[src/rtl/isms_pkg.sv]
// Shared types and defaults for the interval set merge/insert block.
// No dependencies; every other file imports this package.
`timescale 1ns / 1ps

package isms_pkg;

   localparam int DEFAULT_TABLE_DEPTH = 32;
   localparam int DEFAULT_CODE_WIDTH  = 16;
   localparam int COMMAND_WIDTH       = 2;
   localparam int STATUS_WIDTH        = 2;

   typedef enum logic [COMMAND_WIDTH-1:0] {
      CMD_INSERT = 2'd0,
      CMD_READ   = 2'd1,
      CMD_CLEAR  = 2'd2
   } command_type;

   typedef enum logic [STATUS_WIDTH-1:0] {
      STAT_OK       = 2'd0,
      STAT_FULL     = 2'd1,
      STAT_INVERTED = 2'd2,
      STAT_INDEX    = 2'd3
   } status_type;

   typedef enum logic [2:0] {
      ST_IDLE,
      ST_SCAN,
      ST_SHIFT,
      ST_PLACE,
      ST_ABSORB,
      ST_COMPACT,
      ST_READ
   } state_type;

   typedef struct packed {
      logic idle;
      logic done;
   } eng_stat_type;

endpackage

[src/rtl/isms_if.sv]
// Request and response channel interfaces (valid/ready plus payload).
// Depends on isms_pkg for widths and defaults.
`timescale 1ns / 1ps

interface isms_req_if import isms_pkg::*; #(
   parameter int CODE_WIDTH  = DEFAULT_CODE_WIDTH,
   parameter int INDEX_WIDTH = $clog2(DEFAULT_TABLE_DEPTH)
);
   logic                     valid;
   logic                     ready;
   logic [COMMAND_WIDTH-1:0] command;
   logic [CODE_WIDTH-1:0]    range_low;
   logic [CODE_WIDTH-1:0]    range_high;
   logic [INDEX_WIDTH-1:0]   entry_index;

   modport source (output valid, command, range_low, range_high, entry_index, input ready);
   modport sink   (input valid, command, range_low, range_high, entry_index, output ready);
endinterface

interface isms_rsp_if import isms_pkg::*; #(
   parameter int CODE_WIDTH  = DEFAULT_CODE_WIDTH,
   parameter int COUNT_WIDTH = $clog2(DEFAULT_TABLE_DEPTH + 1)
);
   logic                    valid;
   logic                    ready;
   logic [CODE_WIDTH-1:0]   entry_low;
   logic [CODE_WIDTH-1:0]   entry_high;
   logic [COUNT_WIDTH-1:0]  entry_count;
   logic [STATUS_WIDTH-1:0] status;

   modport source (output valid, entry_low, entry_high, entry_count, status, input ready);
   modport sink   (input valid, entry_low, entry_high, entry_count, status, output ready);
endinterface

[src/rtl/isms_engine.sv]
// Range table engine: table memory, entry count and the insert/read/clear sequencer.
// Depends on isms_pkg.
`timescale 1ns / 1ps

module isms_engine import isms_pkg::*; #(
   parameter int  TABLE_DEPTH = DEFAULT_TABLE_DEPTH,
   parameter int  CODE_WIDTH  = DEFAULT_CODE_WIDTH,
   localparam int IDX_W       = $clog2(TABLE_DEPTH),
   localparam int CNT_W       = $clog2(TABLE_DEPTH + 1)
) (
   input  logic                  clock,
   input  logic                  reset,
   input  logic                  start,
   input  command_type           cmd,
   input  logic [CODE_WIDTH-1:0] lo_i,
   input  logic [CODE_WIDTH-1:0] hi_i,
   input  logic [IDX_W-1:0]      idx_i,
   output eng_stat_type          stat,
   output logic [CODE_WIDTH-1:0] res_low,
   output logic [CODE_WIDTH-1:0] res_high,
   output logic [CNT_W-1:0]      res_count,
   output status_type            res_status
);

   localparam int CW = CODE_WIDTH;
   localparam logic [CNT_W-1:0] DEPTH_CNT = CNT_W'(TABLE_DEPTH);
   localparam logic [CNT_W-1:0] ONE_CNT   = CNT_W'(1);
   localparam logic [CW:0]      ONE_WIDE  = (CW + 1)'(1);

   logic [2*CW-1:0] range_mem [TABLE_DEPTH];
   logic [2*CW-1:0] rdata_ff;

   state_type       state_ff, state_in;
   logic [CNT_W-1:0] count_ff, count_in;
   logic [CNT_W-1:0] ptr_ff, ptr_in;
   logic [CNT_W-1:0] pos_ff, pos_in;
   logic [CNT_W-1:0] newcnt_ff, newcnt_in;
   logic [CW-1:0]   lo_ff, lo_in, hi_ff, hi_in;
   logic [CW-1:0]   acc_lo_ff, acc_lo_in, acc_hi_ff, acc_hi_in;

   logic [IDX_W-1:0] rd_addr, wr_addr;
   logic             wr_en;
   logic [2*CW-1:0]  wr_data;
   logic             done;

   logic [CW-1:0]    rd_b, rd_e;
   logic [CNT_W-1:0] ptr_nx, ptr_pv, cnt_m1;
   logic             ptr_lt_n, full;
   logic             c_end, c_before, c_adj, c_touch;
   logic             a_more, a_compact, s_last, k_last;

   assign rd_b     = rdata_ff[CW-1:0];
   assign rd_e     = rdata_ff[2*CW-1:CW];
   assign ptr_nx   = ptr_ff + ONE_CNT;
   assign ptr_pv   = ptr_ff - ONE_CNT;
   assign cnt_m1   = count_ff - ONE_CNT;
   assign ptr_lt_n = ptr_ff < count_ff;
   assign full     = count_ff == DEPTH_CNT;

   // adjacency tests run one bit wider than the code space
   assign c_end     = !ptr_lt_n;
   assign c_before  = hi_ff < rd_b;
   assign c_adj     = ({1'b0, hi_ff} + ONE_WIDE) == {1'b0, rd_b};
   assign c_touch   = {1'b0, lo_ff} <= ({1'b0, rd_e} + ONE_WIDE);
   assign a_more    = ptr_lt_n && ({1'b0, rd_b} <= ({1'b0, acc_hi_ff} + ONE_WIDE));
   assign a_compact = ptr_lt_n && (ptr_ff != (pos_ff + ONE_CNT));
   assign s_last    = ptr_ff == pos_ff;
   assign k_last    = ptr_nx == count_ff;

   always_ff @(posedge clock) begin
      if (wr_en) begin
         range_mem[wr_addr] <= wr_data;
      end
      rdata_ff <= range_mem[rd_addr];
   end

   always_ff @(posedge clock) begin
      if (reset) begin
         state_ff <= ST_IDLE;
         count_ff <= '0;
      end else begin
         state_ff <= state_in;
         count_ff <= count_in;
      end
   end

   always_ff @(posedge clock) begin
      ptr_ff    <= ptr_in;
      pos_ff    <= pos_in;
      newcnt_ff <= newcnt_in;
      lo_ff     <= lo_in;
      hi_ff     <= hi_in;
      acc_lo_ff <= acc_lo_in;
      acc_hi_ff <= acc_hi_in;
   end

   always_comb begin
      state_in = state_ff;
      case (state_ff)
         ST_IDLE: begin
            if (start) begin
               case (cmd)
                  CMD_INSERT: state_in = (lo_i > hi_i) ? ST_IDLE : ST_SCAN;
                  CMD_READ:   state_in = ({1'b0, idx_i} < count_ff) ? ST_READ : ST_IDLE;
                  default:    state_in = ST_IDLE;
               endcase
            end
         end
         ST_SCAN: begin
            if (c_end) begin
               state_in = ST_IDLE;
            end else if (c_before) begin
               state_in = (c_adj || full) ? ST_IDLE : ST_SHIFT;
            end else if (c_touch) begin
               state_in = ST_ABSORB;
            end
         end
         ST_SHIFT:   state_in = s_last ? ST_PLACE : ST_SHIFT;
         ST_PLACE:   state_in = ST_IDLE;
         ST_ABSORB: begin
            if (a_more) begin
               state_in = ST_ABSORB;
            end else begin
               state_in = a_compact ? ST_COMPACT : ST_IDLE;
            end
         end
         ST_COMPACT: state_in = k_last ? ST_IDLE : ST_COMPACT;
         ST_READ:    state_in = ST_IDLE;
         default:    state_in = ST_IDLE;
      endcase
   end

   always_comb begin
      count_in   = count_ff;
      ptr_in     = ptr_ff;
      pos_in     = pos_ff;
      newcnt_in  = newcnt_ff;
      lo_in      = lo_ff;
      hi_in      = hi_ff;
      acc_lo_in  = acc_lo_ff;
      acc_hi_in  = acc_hi_ff;
      rd_addr    = ptr_nx[IDX_W-1:0];
      wr_en      = 1'b0;
      wr_addr    = ptr_ff[IDX_W-1:0];
      wr_data    = {hi_ff, lo_ff};
      done       = 1'b0;
      res_low    = '0;
      res_high   = '0;
      res_status = STAT_OK;
      case (state_ff)
         ST_IDLE: begin
            rd_addr = '0;
            if (start) begin
               lo_in  = lo_i;
               hi_in  = hi_i;
               ptr_in = '0;
               case (cmd)
                  CMD_INSERT: begin
                     if (lo_i > hi_i) begin
                        done       = 1'b1;
                        res_status = STAT_INVERTED;
                     end
                  end
                  CMD_READ: begin
                     rd_addr = idx_i;
                     if (!({1'b0, idx_i} < count_ff)) begin
                        done       = 1'b1;
                        res_status = STAT_INDEX;
                     end
                  end
                  CMD_CLEAR: begin
                     count_in = '0;
                     done     = 1'b1;
                  end
                  default: done = 1'b1;
               endcase
            end
         end
         ST_SCAN: begin
            if (c_end) begin
               done = 1'b1;
               if (full) begin
                  res_status = STAT_FULL;
               end else begin
                  wr_en    = 1'b1;
                  wr_addr  = count_ff[IDX_W-1:0];
                  count_in = count_ff + ONE_CNT;
               end
            end else if (c_before) begin
               if (c_adj) begin
                  wr_en   = 1'b1;
                  wr_data = {rd_e, lo_ff};
                  done    = 1'b1;
               end else if (full) begin
                  done       = 1'b1;
                  res_status = STAT_FULL;
               end else begin
                  pos_in  = ptr_ff;
                  ptr_in  = cnt_m1;
                  rd_addr = cnt_m1[IDX_W-1:0];
               end
            end else if (c_touch) begin
               pos_in    = ptr_ff;
               acc_lo_in = (lo_ff < rd_b) ? lo_ff : rd_b;
               acc_hi_in = (hi_ff > rd_e) ? hi_ff : rd_e;
               ptr_in    = ptr_nx;
            end else begin
               ptr_in = ptr_nx;
            end
         end
         ST_SHIFT: begin
            wr_en   = 1'b1;
            wr_addr = ptr_nx[IDX_W-1:0];
            wr_data = rdata_ff;
            if (!s_last) begin
               ptr_in  = ptr_pv;
               rd_addr = ptr_pv[IDX_W-1:0];
            end
         end
         ST_PLACE: begin
            wr_en    = 1'b1;
            wr_addr  = pos_ff[IDX_W-1:0];
            count_in = count_ff + ONE_CNT;
            done     = 1'b1;
         end
         ST_ABSORB: begin
            if (a_more) begin
               acc_hi_in = (rd_e > acc_hi_ff) ? rd_e : acc_hi_ff;
               ptr_in    = ptr_nx;
            end else begin
               wr_en     = 1'b1;
               wr_addr   = pos_ff[IDX_W-1:0];
               wr_data   = {acc_hi_ff, acc_lo_ff};
               newcnt_in = count_ff - (ptr_ff - pos_ff - ONE_CNT);
               if (a_compact) begin
                  pos_in  = pos_ff + ONE_CNT;
                  rd_addr = ptr_ff[IDX_W-1:0];
               end else begin
                  count_in = newcnt_in;
                  done     = 1'b1;
               end
            end
         end
         ST_COMPACT: begin
            wr_en   = 1'b1;
            wr_addr = pos_ff[IDX_W-1:0];
            wr_data = rdata_ff;
            pos_in  = pos_ff + ONE_CNT;
            ptr_in  = ptr_nx;
            if (k_last) begin
               count_in = newcnt_ff;
               done     = 1'b1;
            end
         end
         ST_READ: begin
            res_low  = rd_b;
            res_high = rd_e;
            done     = 1'b1;
         end
         default: ;
      endcase
   end

   assign res_count = count_in;
   assign stat.idle = state_ff == ST_IDLE;
   assign stat.done = done;

   a_count_bound: assert property (@(posedge clock) disable iff (reset)
      count_ff <= DEPTH_CNT)
      else $error("entry count beyond table depth");

   a_start_idle: assert property (@(posedge clock) disable iff (reset)
      start |-> state_ff == ST_IDLE)
      else $error("word started while sequencer busy");

   a_done_source: assert property (@(posedge clock) disable iff (reset)
      done |-> (state_ff != ST_IDLE || start))
      else $error("result without a word in progress");

   a_compact_order: assert property (@(posedge clock) disable iff (reset)
      state_ff == ST_COMPACT |-> pos_ff < ptr_ff)
      else $error("compaction write not below read pointer");

   a_clear_empties: assert property (@(posedge clock) disable iff (reset)
      (start && cmd == CMD_CLEAR) |=> count_ff == '0)
      else $error("clear left entries");

   a_count_hold: assert property (@(posedge clock) disable iff (reset)
      (!reset && !done) |=> $stable(count_ff))
      else $error("entry count changed without a result");

endmodule

[src/rtl/interval_set_merge_insert_top.sv]
// Top level of the interval set merge/insert block: handshakes and result register.
// Depends on isms_pkg, isms_req_if / isms_rsp_if and isms_engine.
//
//   channel  | dir | word
//   req_bus  | in  | command, range_low, range_high, entry_index
//   rsp_bus  | out | entry_low, entry_high, entry_count, status
//
// Clear, unused command, inverted insert and out-of-range read finish on acceptance;
// a read finishes in ST_READ. An insert scans the table, then appends, extends an
// adjacent entry, shifts and places, or absorbs and compacts.
// Reset clears the entry count; table contents stay undefined, no clearing pass.
// The result waits in an output register; a new word is taken once the sequencer
// is idle and that register drains or is taken in the same cycle.
`timescale 1ns / 1ps

module interval_set_merge_insert_top import isms_pkg::*; #(
   parameter int TABLE_DEPTH = DEFAULT_TABLE_DEPTH,
   parameter int CODE_WIDTH  = DEFAULT_CODE_WIDTH
) (
   input  logic       clock,
   input  logic       reset,
   isms_req_if.sink   req_bus,
   isms_rsp_if.source rsp_bus
);

   localparam int CNT_W = $clog2(TABLE_DEPTH + 1);

   eng_stat_type          eng_stat;
   logic                  accept;
   logic [CODE_WIDTH-1:0] res_low, res_high;
   logic [CNT_W-1:0]      res_count;
   status_type            res_status;

   logic                  rsp_valid_ff, rsp_valid_in;
   logic [CODE_WIDTH-1:0] rsp_low_ff, rsp_high_ff;
   logic [CNT_W-1:0]      rsp_count_ff;
   status_type            rsp_status_ff;

   assign req_bus.ready = eng_stat.idle && (!rsp_valid_ff || rsp_bus.ready);
   assign accept        = req_bus.valid && req_bus.ready;

   isms_engine #(
      .TABLE_DEPTH (TABLE_DEPTH),
      .CODE_WIDTH  (CODE_WIDTH)
   ) u_engine (
      .clock      (clock),
      .reset      (reset),
      .start      (accept),
      .cmd        (command_type'(req_bus.command)),
      .lo_i       (req_bus.range_low),
      .hi_i       (req_bus.range_high),
      .idx_i      (req_bus.entry_index),
      .stat       (eng_stat),
      .res_low    (res_low),
      .res_high   (res_high),
      .res_count  (res_count),
      .res_status (res_status)
   );

   always_comb begin
      if (eng_stat.done) begin
         rsp_valid_in = 1'b1;
      end else if (rsp_bus.ready) begin
         rsp_valid_in = 1'b0;
      end else begin
         rsp_valid_in = rsp_valid_ff;
      end
   end

   always_ff @(posedge clock) begin
      if (reset) begin
         rsp_valid_ff <= 1'b0;
      end else begin
         rsp_valid_ff <= rsp_valid_in;
      end
   end

   always_ff @(posedge clock) begin
      if (eng_stat.done) begin
         rsp_low_ff    <= res_low;
         rsp_high_ff   <= res_high;
         rsp_count_ff  <= res_count;
         rsp_status_ff <= res_status;
      end
   end

   assign rsp_bus.valid       = rsp_valid_ff;
   assign rsp_bus.entry_low   = rsp_low_ff;
   assign rsp_bus.entry_high  = rsp_high_ff;
   assign rsp_bus.entry_count = rsp_count_ff;
   assign rsp_bus.status      = rsp_status_ff;

endmodule
[src/flat_wrapper.sv]
// flat-port wrapper written by rule: the top's interface ports become plain ports
module interval_set_merge_insert_top_flat import isms_pkg::*;
#(
   parameter int TABLE_DEPTH = DEFAULT_TABLE_DEPTH,
   parameter int CODE_WIDTH  = DEFAULT_CODE_WIDTH
)
  (clock, reset, req_bus_valid, req_bus_command, req_bus_range_low, req_bus_range_high, req_bus_entry_index, req_bus_ready, rsp_bus_valid, rsp_bus_entry_low, rsp_bus_entry_high, rsp_bus_entry_count, rsp_bus_status, rsp_bus_ready);
  isms_req_if #(.CODE_WIDTH(CODE_WIDTH)) req_bus_i ();
  isms_rsp_if #(.CODE_WIDTH(CODE_WIDTH)) rsp_bus_i ();
  input  logic clock;
  input  logic reset;
  input wire logic [$bits(req_bus_i.valid)-1:0] req_bus_valid;
  input wire logic [$bits(req_bus_i.command)-1:0] req_bus_command;
  input wire logic [$bits(req_bus_i.range_low)-1:0] req_bus_range_low;
  input wire logic [$bits(req_bus_i.range_high)-1:0] req_bus_range_high;
  input wire logic [$bits(req_bus_i.entry_index)-1:0] req_bus_entry_index;
  output wire logic [$bits(req_bus_i.ready)-1:0] req_bus_ready;
  output wire logic [$bits(rsp_bus_i.valid)-1:0] rsp_bus_valid;
  output wire logic [$bits(rsp_bus_i.entry_low)-1:0] rsp_bus_entry_low;
  output wire logic [$bits(rsp_bus_i.entry_high)-1:0] rsp_bus_entry_high;
  output wire logic [$bits(rsp_bus_i.entry_count)-1:0] rsp_bus_entry_count;
  output wire logic [$bits(rsp_bus_i.status)-1:0] rsp_bus_status;
  input wire logic [$bits(rsp_bus_i.ready)-1:0] rsp_bus_ready;
  assign req_bus_i.valid = req_bus_valid;
  assign req_bus_i.command = req_bus_command;
  assign req_bus_i.range_low = req_bus_range_low;
  assign req_bus_i.range_high = req_bus_range_high;
  assign req_bus_i.entry_index = req_bus_entry_index;
  assign req_bus_ready = req_bus_i.ready;
  assign rsp_bus_valid = rsp_bus_i.valid;
  assign rsp_bus_entry_low = rsp_bus_i.entry_low;
  assign rsp_bus_entry_high = rsp_bus_i.entry_high;
  assign rsp_bus_entry_count = rsp_bus_i.entry_count;
  assign rsp_bus_status = rsp_bus_i.status;
  assign rsp_bus_i.ready = rsp_bus_ready;
  interval_set_merge_insert_top #(.TABLE_DEPTH(TABLE_DEPTH), .CODE_WIDTH(CODE_WIDTH)) u_core (.clock(clock), .reset(reset), .req_bus(req_bus_i), .rsp_bus(rsp_bus_i));
endmodule
[config.mk]
export PLATFORM = sky130hd
export DESIGN_NAME = interval_set_merge_insert_top_flat
export DESIGN_NICKNAME = d
export VERILOG_FILES = /design/src/rtl/isms_pkg.sv /design/src/rtl/isms_if.sv /design/src/rtl/isms_engine.sv /design/src/rtl/interval_set_merge_insert_top.sv /design/src/flat_wrapper.sv
export SDC_FILE = /design/constraint.sdc
export NUM_CORES = 1
export LEC_CHECK = 0
export BUFFER_PORTS_ARGS = -buffer_cell sky130_fd_sc_hd__buf_2
export CORE_ASPECT_RATIO = 0.75
export CORE_MARGIN = 8
export CORE_UTILIZATION = 41
export DETAILED_ROUTE_END_ITERATION = 12
export GPL_TIMING_DRIVEN = 0
export PLACE_DENSITY = 0.56
export SLEW_MARGIN = 10
export SYNTH_ARGS = -nofsm -noshare
export SYNTH_HDL_FRONTEND = slang
export SYNTH_SLANG_ARGS = --single-unit
[constraint.sdc]
create_clock -name clock -period 7.6 [get_ports clock]
set_input_delay 0 -clock clock [delete_from_list [all_inputs] [get_ports clock]]
set_output_delay 0 -clock clock [all_outputs]
set_load 0.01 [all_outputs]
# --- Word-level counts from Yosys, hierarchy flattened ---
# Memories as Yosys holds them, arrays and structs flattened. A register that Yosys moved wholly into a read port is not among the register bits.
# Index checks and enable logic that the tools add are counted.
word_totals:
  mem_bits_rw: 1024
  wordCells: 182
  ff_bits: 132
  romBits: 0
  out_inout_bits: 42
  latchBits: 0
  memories: 1
classes:
  bitwise_logic: 2
  mux: 95
  shifts: 0
  eq_ne: 26
  addsub: 11
  n_reduce_logical: 24
  magnitude_cmp: 9
  multipliers: 0
  div_mod_pow: 0
mem_list:
  columns: ["name", "depth", "width", "read_ports", "rd_ports_with_merged_regs", "write_ports", "line", "rtl"]
  rows:
  - ["u_core.u_engine.range_mem", 32, 32, 1, 1, 1, "isms_engine.sv:30", "logic [2*CW-1:0] range_mem [TABLE_DEPTH];"]
op_table:
  columns: ["operator", "count"]
  rows:
  - ["$mux 32", 4]
  - ["$mux 6", 21]
  - ["$mux 16", 7]
  - ["$pmux 32 s3", 1]
  - ["$mux 5", 12]
  - ["$pmux 6 s5", 2]
  - ["$add 16x1->17 const B", 3]
  - ["$gt 16x16->1", 3]
  - ["$pmux 5 s4", 2]
  - ["$le 16x17->1", 2]
  - ["$lt 16x16->1", 2]
  - ["$pmux 16 s2", 1]
  - ["$mux 3", 8]
  - ["$mux 1", 22]
  - ["$add 6x1->6 const B", 3]
  - ["$ne 2x2->1 const B", 9]
  - ["$pmux 6 s3", 1]
  - ["$sub 6x1->6 const B", 3]
  - ["$eq 17x16->1", 1]
  - ["$pmux 3 s5", 1]
  - ["$mux 2", 7]
  - ["$reduce_and 7->1", 2]
  - ["$eq 6x6->1", 2]
  - ["$sub 6x6->6", 2]
  - ["other kinds (30)", 46]

# --- Longest topological paths before layout ---
depth:
  ltp_word: 8
  ltp_mapped: 22
  ltp_nobuf: 18

# --- By module ---
# A second synthesis with hierarchy kept.
unflattened:
  hier_cells: 4184
  hier_area_um2: 53079.7
modules_own_cells:
  columns: ["module", "seq_area_each_um2", "cells_each", "area_each_um2", "n_inst"]
  rows:
  - ["isms_engine", 34032.6, 4138, 51823.5, 1]
  - ["interval_set_merge_insert_top", 1221.2, 46, 1256.2, 1]

# --- Worst setup path before layout ---
# Ideal clock, no wire load.
synth_path:
  path_kind: "register -> register"
  from: "register u_core.u_engine.acc_hi_ff[0]"
  to: "memory u_core.u_engine.range_mem[18][0] in the netlist's numbering, enable pin"
  arrival_ns: 6.799
  path_stages_with_launch: 21
  n_path_buf: 3
  slack_ns: 0.299
  period_less_slack_ns: 7.301
  setup_time_ns: 0.502
  path_cell_list: "edfxtp_1 > ha_1 > nand3_1 > nor2_1 > and2_1 > nand4_1 > xnor2_1 > ha_1 > nand3_1 > o211ai_1 > a211o_1 > o21a_1 > clkbuf_1 > nor2_1 > buf_2 > o21ai_0 > a222oi_1 > nand2_1 > or2_2 > clkbuf_1 > nor4_1"
synth_via:
  elab_chain_cells: 7
  elab_cells_between_ends: 9
  classes_between: "add/sub: 1; order compare: 1; mux: 6; reduce/logical: 1"
synth_lines:
  columns: ["element", "line", "rtl"]
  rows:
  - ["start, declared", "isms_engine.sv:39", "logic [CW-1:0] acc_lo_ff, acc_lo_in, acc_hi_ff, acc_hi_in;"]
  - ["start signal, assigned", "isms_engine.sv:94", "acc_hi_ff <= acc_hi_in;"]
  - ["$add 16x1->17 (*)", "isms_engine.sv:65", "assign a_more = ptr_lt_n && ({1'b0, rd_b} <= ({1'b0, acc_hi_ff} + ONE_WIDE));"]
  - ["$le 16x17->1 (*)", "isms_engine.sv:65", null]
  - ["$logic_and 1x1->1 (*)", "isms_engine.sv:65", null]
  - ["$mux 1", "isms_engine.sv:227", "if (a_more) begin"]
  - ["$pmux 1 s3", "isms_engine.sv:150", "case (state_ff)"]
  - ["$mux 1", "isms_engine.sv:71", "if (wr_en) begin"]
  - ["$mux 1 (implied by the code)", "isms_engine.sv:72", "range_mem[wr_addr] <= wr_data;"]
  - ["end, declared", "isms_engine.sv:30", null]
# Every way passes the cells marked *; elsewhere a longest branch is shown, timed or not.

# --- Worst setup path in the final report ---
layout_path:
  from: "register u_core.u_engine.acc_hi_ff[0]"
  to: "register u_core.u_engine.rdata_ff[23], read port of u_core.u_engine.range_mem"
layout_via:
  elab_chain_cells: 5
layout_lines:
  columns: ["element", "line", "rtl"]
  rows:
  - ["$add 16x1->17", "isms_engine.sv:65", null]
  - ["$le 16x17->1", "isms_engine.sv:65", null]
  - ["$logic_and 1x1->1", "isms_engine.sv:65", null]
  - ["$mux 5", "isms_engine.sv:227", null]
  - ["$pmux 5 s4", "isms_engine.sv:150", null]
  - ["end, declared", "isms_engine.sv:31", "logic [2*CW-1:0] rdata_ff;"]
# Every way passes these cells.
# A chain may end at the register's enable or synchronous reset.

==> flow_summary_export.csv <==
group,metric,value,unit
route,ant_nets,0,
setup_path,r2r_start,"u_core.u_engine.acc_hi_ff[0]",
finish,nets,4482,
yosys,yosys.area.top_type_share,64.4,%
route,vias,35700,
route,first_pass_iters,6,
timing,rsz0062_at_grt,"no",
cts,clk_pin_slew,0.07,ns
cts,h-tree-depth,3,
yosys,synthCells,3963,
setup_path,reg2reg_to,"u_core.u_engine.rdata_ff[23]",
global_route,grt_pass1_wl,240000,um
yosys,yosysMostFrequentCell,"edfxtp_1",
place,dpl.hpwl,121000,um
finish,drive_gt1_share,12.5,%
min_path,hp-class,"input pin to flip-flop",
power,total_power,17.4,mW
cts,postCtsSetupRepairBufs,0,
setup_path,cp-startpoint,"u_core.u_engine.acc_hi_ff[0]",
floorplan,die_area,142000,um2
global_route,grt_overflow,0,
floorplan,num_io_pins,85,
global_route,antenna_found_initial,2,
setup_path,worstSetupEndpoint,"u_core.u_engine.rdata_ff[23]",
timing,setup_viol,0,
global_route,grt_pass1_vias,33600,
cts,root_buffer,"clkbuf_16",
flow_run,drv_cap,0,
floorplan,fp.dieH,329,um
floorplan,die_w,433,um
timing,finalSetupTns,0,ns
timing,relSlewSlack,12.6,%
yosys,synth_edf_count,1146,
cts,cts_sinks,1188,
yosys,synth_top_area_cell,"edfxtp_1",
yosys,syn_nets,4146,
yosys,ys_ff_latch,1188,
setup_path,cp_data_arrival_time,7.76,ns
timing,fin_skew,0.0287,ns
finish,post-route-cell-area,61700,um2
setup_path,endpoint_kind,"flip-flop",
timing,slew_violations,0,
yosys,synth.yosys.seq_area_share,65.9,%
place,placed_area,57500,um2
cts,cts_tree,"yes",
timing,fin_crit_sh,94.5,%
yosys,synthTopCellsByArea,"edfxtp_1 (64%), mux2i_1 (7.9%), nand2_1 (3.9%)",
route,drc,0,
setup_path,start_kind,"flip-flop",
global_route,grt.total_usage,22.9,%
power,power.leakage,21.5,nW
route,via_per_inst,5.81,
setup_path,r2r_slack,0.42,ns
cts,cts_resized,0,
setup_path,required,8.18,ns
cts,cts_max_path_buffers,3,
power,ir_drop,0.177,mV
route,drt_iter0_drc,4348,
setup_path,r2r_cells,19,
finish,fin_util,47.8,%
global_route,grt_max_degree,33,
timing,tightest_slew,1.30,ns
route,wl,167000,um
timing,timing.hold.ws,0.0611,ns
power,p_per_area,283,nW/um2
yosys,yosysWarnings,0,
floorplan,coreArea,129000,um2
timing,fmax,139,MHz
cts,clk_latency,0.74,ns
floorplan,rows,114,
setup_path,setup.worst_path.class,"flip-flop to flip-flop",
run_status,outcome,"finished, final reports clean",
timing,period_minus_slack,7.18,ns
place,place.gp.congestion,0.942,
cts,cts_buffers,112,
place,io_buffers,83,
yosys,synthesis.area,53500,um2
yosys,ys_types,86,
finish,syn_to_final_growth,15.5,%
timing,hold_viol,0,
yosys,synthFlopType,"edfxtp_1",
setup_path,cp_max_fo,10,
yosys,synthArstFlopShare,0,%
route,wire_per_inst,27.2,um
floorplan,start_util,41.4,%
yosys,synthTopCellsByCount,"edfxtp_1 (1,146), nand2_1 (550), mux2i_1 (422)",
yosys,syn-mean-instance-area,13.5,um2
==> final cells by class <==
type	instances	area (um2)
Tap cell	1740	2180
Fill cell	11300	67300
Clock buffer	140	2970
Multi-Input combinational cell	2415	17000
Buffer	236	1120
Clock inverter	68	539
Antenna cell	6	15.0
Timing Repair Buffer	222	2220
Inverter	124	465
Sequential cell	1188	35300
==> worst min-delay path by stage <==
stage / start / cells past startpoint / slack [ns] / to
2_1_floorplan: req_bus_range_high[0] / 0 / 0.1 / u_core.u_engine.hi_ff[0]
3_3_place_gp: req_bus_range_high[3] / 1 / 0.20 / u_core.u_engine.hi_ff[3]
3_5_place_dp: req_bus_range_high[3] / 1 / 0.19 / u_core.u_engine.hi_ff[3]
4_1_cts: req_bus_range_low[7] / 2 / 0.002 / u_core.u_engine.lo_ff[7]
5_1_grt: req_bus_range_high[0] / 2 / 0.02 / u_core.u_engine.hi_ff[0]
6_report: req_bus_range_high[0] / 2 / 0.06 / u_core.u_engine.hi_ff[0]
==> flip-flops by register name (all words and copies together), names as in the netlist <==
name,flops
u_core.u_engine.acc_hi_ff,16
u_core.u_engine.rdata_ff,32
u_core.u_engine.ptr_ff,6
u_core.rsp_bus.entry_count,6
u_core.u_engine.range_mem,1024
u_core.u_engine.pos_ff,6
u_core.u_engine.lo_ff,16
u_core.u_engine.hi_ff,16
u_core.rsp_bus.valid,1
u_core.u_engine.newcnt_ff,6
u_core.u_engine.acc_lo_ff,16
u_core.rsp_bus.entry_high,16
u_core.rsp_bus.status,2
u_core.u_engine.state_ff,3
u_core.rsp_bus.entry_low,16
u_core.u_engine.count_ff,6
==> routing by layer <==
layer | vias up | GRT usage [%] | routed length [um]
li1 | 15800 | - | -
met1 | 18000 | 36.8 | 80900
met2 | 1612 | 31.2 | 66200
met3 | 251 | 4.97 | 15700
met4 | 0 | 5.23 | 3900
met5 | - | 0 | 0
==> layout by cell type, fill, tap and decap left out, types with 15 or more instances in the layout <==
cell type / n
buf_2: 185
o22ai_1: 69
nor2_4: 24
nand4_1: 63
nor3_1: 61
nor2_1: 76
a21o_1: 23
ha_1: 135
clkbuf_1: 129
nand2_1: 546
nor3b_1: 17
xor2_1: 16
mux2i_1: 422
a31oi_1: 38
xnor2_1: 59
o21ai_0: 101
o21a_1: 28
dfxtp_1: 42
nor2b_1: 30
edfxtp_1: 1146
nand3_1: 218
a21oi_1: 77
nand2b_1: 36
buf_4: 39
a211oi_2: 31
a221oi_1: 16
dlygate4sd3_1: 71
clkbuf_16: 114
a222oi_1: 18
mux2_2: 15
a32oi_1: 66
clkinv_2: 23
buf_12: 28
o211ai_1: 40
clkinv_1: 30
inv_1: 123
==> where the power goes <==
part	internal (mW)	total [mW]	switching (mW)
logic	1.36	4.02	2.66
clock network	2.98	5.48	2.50
registers	7.61	7.95	0.340
total	12.0	17.4	5.49
==> timing repair <==
item | in CTS | in global routing
hold buffers | 71 | 0
endpoints found under the setup margin | 0 | 0
hold endpoints to repair | 82 | 0
==> worst max-delay path, stage by stage (launching register included) <==
cell and delay [ns]:
edfxtp_1 0.47, ha_1 0.28, nand3_1 0.12, nor2_1 0.22
and2_1 0.20, nand4_1 0.12, xnor2_1 0.19, ha_1 0.28
nand3_1 0.17, o211ai_1 0.13, a211o_1 0.29, o21ai_0 0.93
o21ai_0 0.18, a31oi_1 0.87, a21oi_2 0.34, buf_2 0.33
nand3_1 0.44, clkbuf_1 0.58, o22ai_1 0.32, a211oi_2 0.50
==> logic make-up after synthesis <==
logic type	Yosys count	share of synthesized area, %
xor gates and xnor gates	75	1.23
buffers and inverters	360	2.97
and+or+nand+nor	1148	9.90
DFF	1188	65.9
AOI/OAI and AO/OA	615	8.39
muxes	437	8.22
adders and majority gates	140	3.35
==> through the flow <==
step                      std cells  setup WS, ns
after CTS                      6132         0.690
after global placement         5786         -4.32
after global routing           6134         0.209
after detailed placement       5853         0.775
after floorplan                3963         0.299
final                          6139         0.420
No activity file was read; power rests on OpenSTA's default activity.
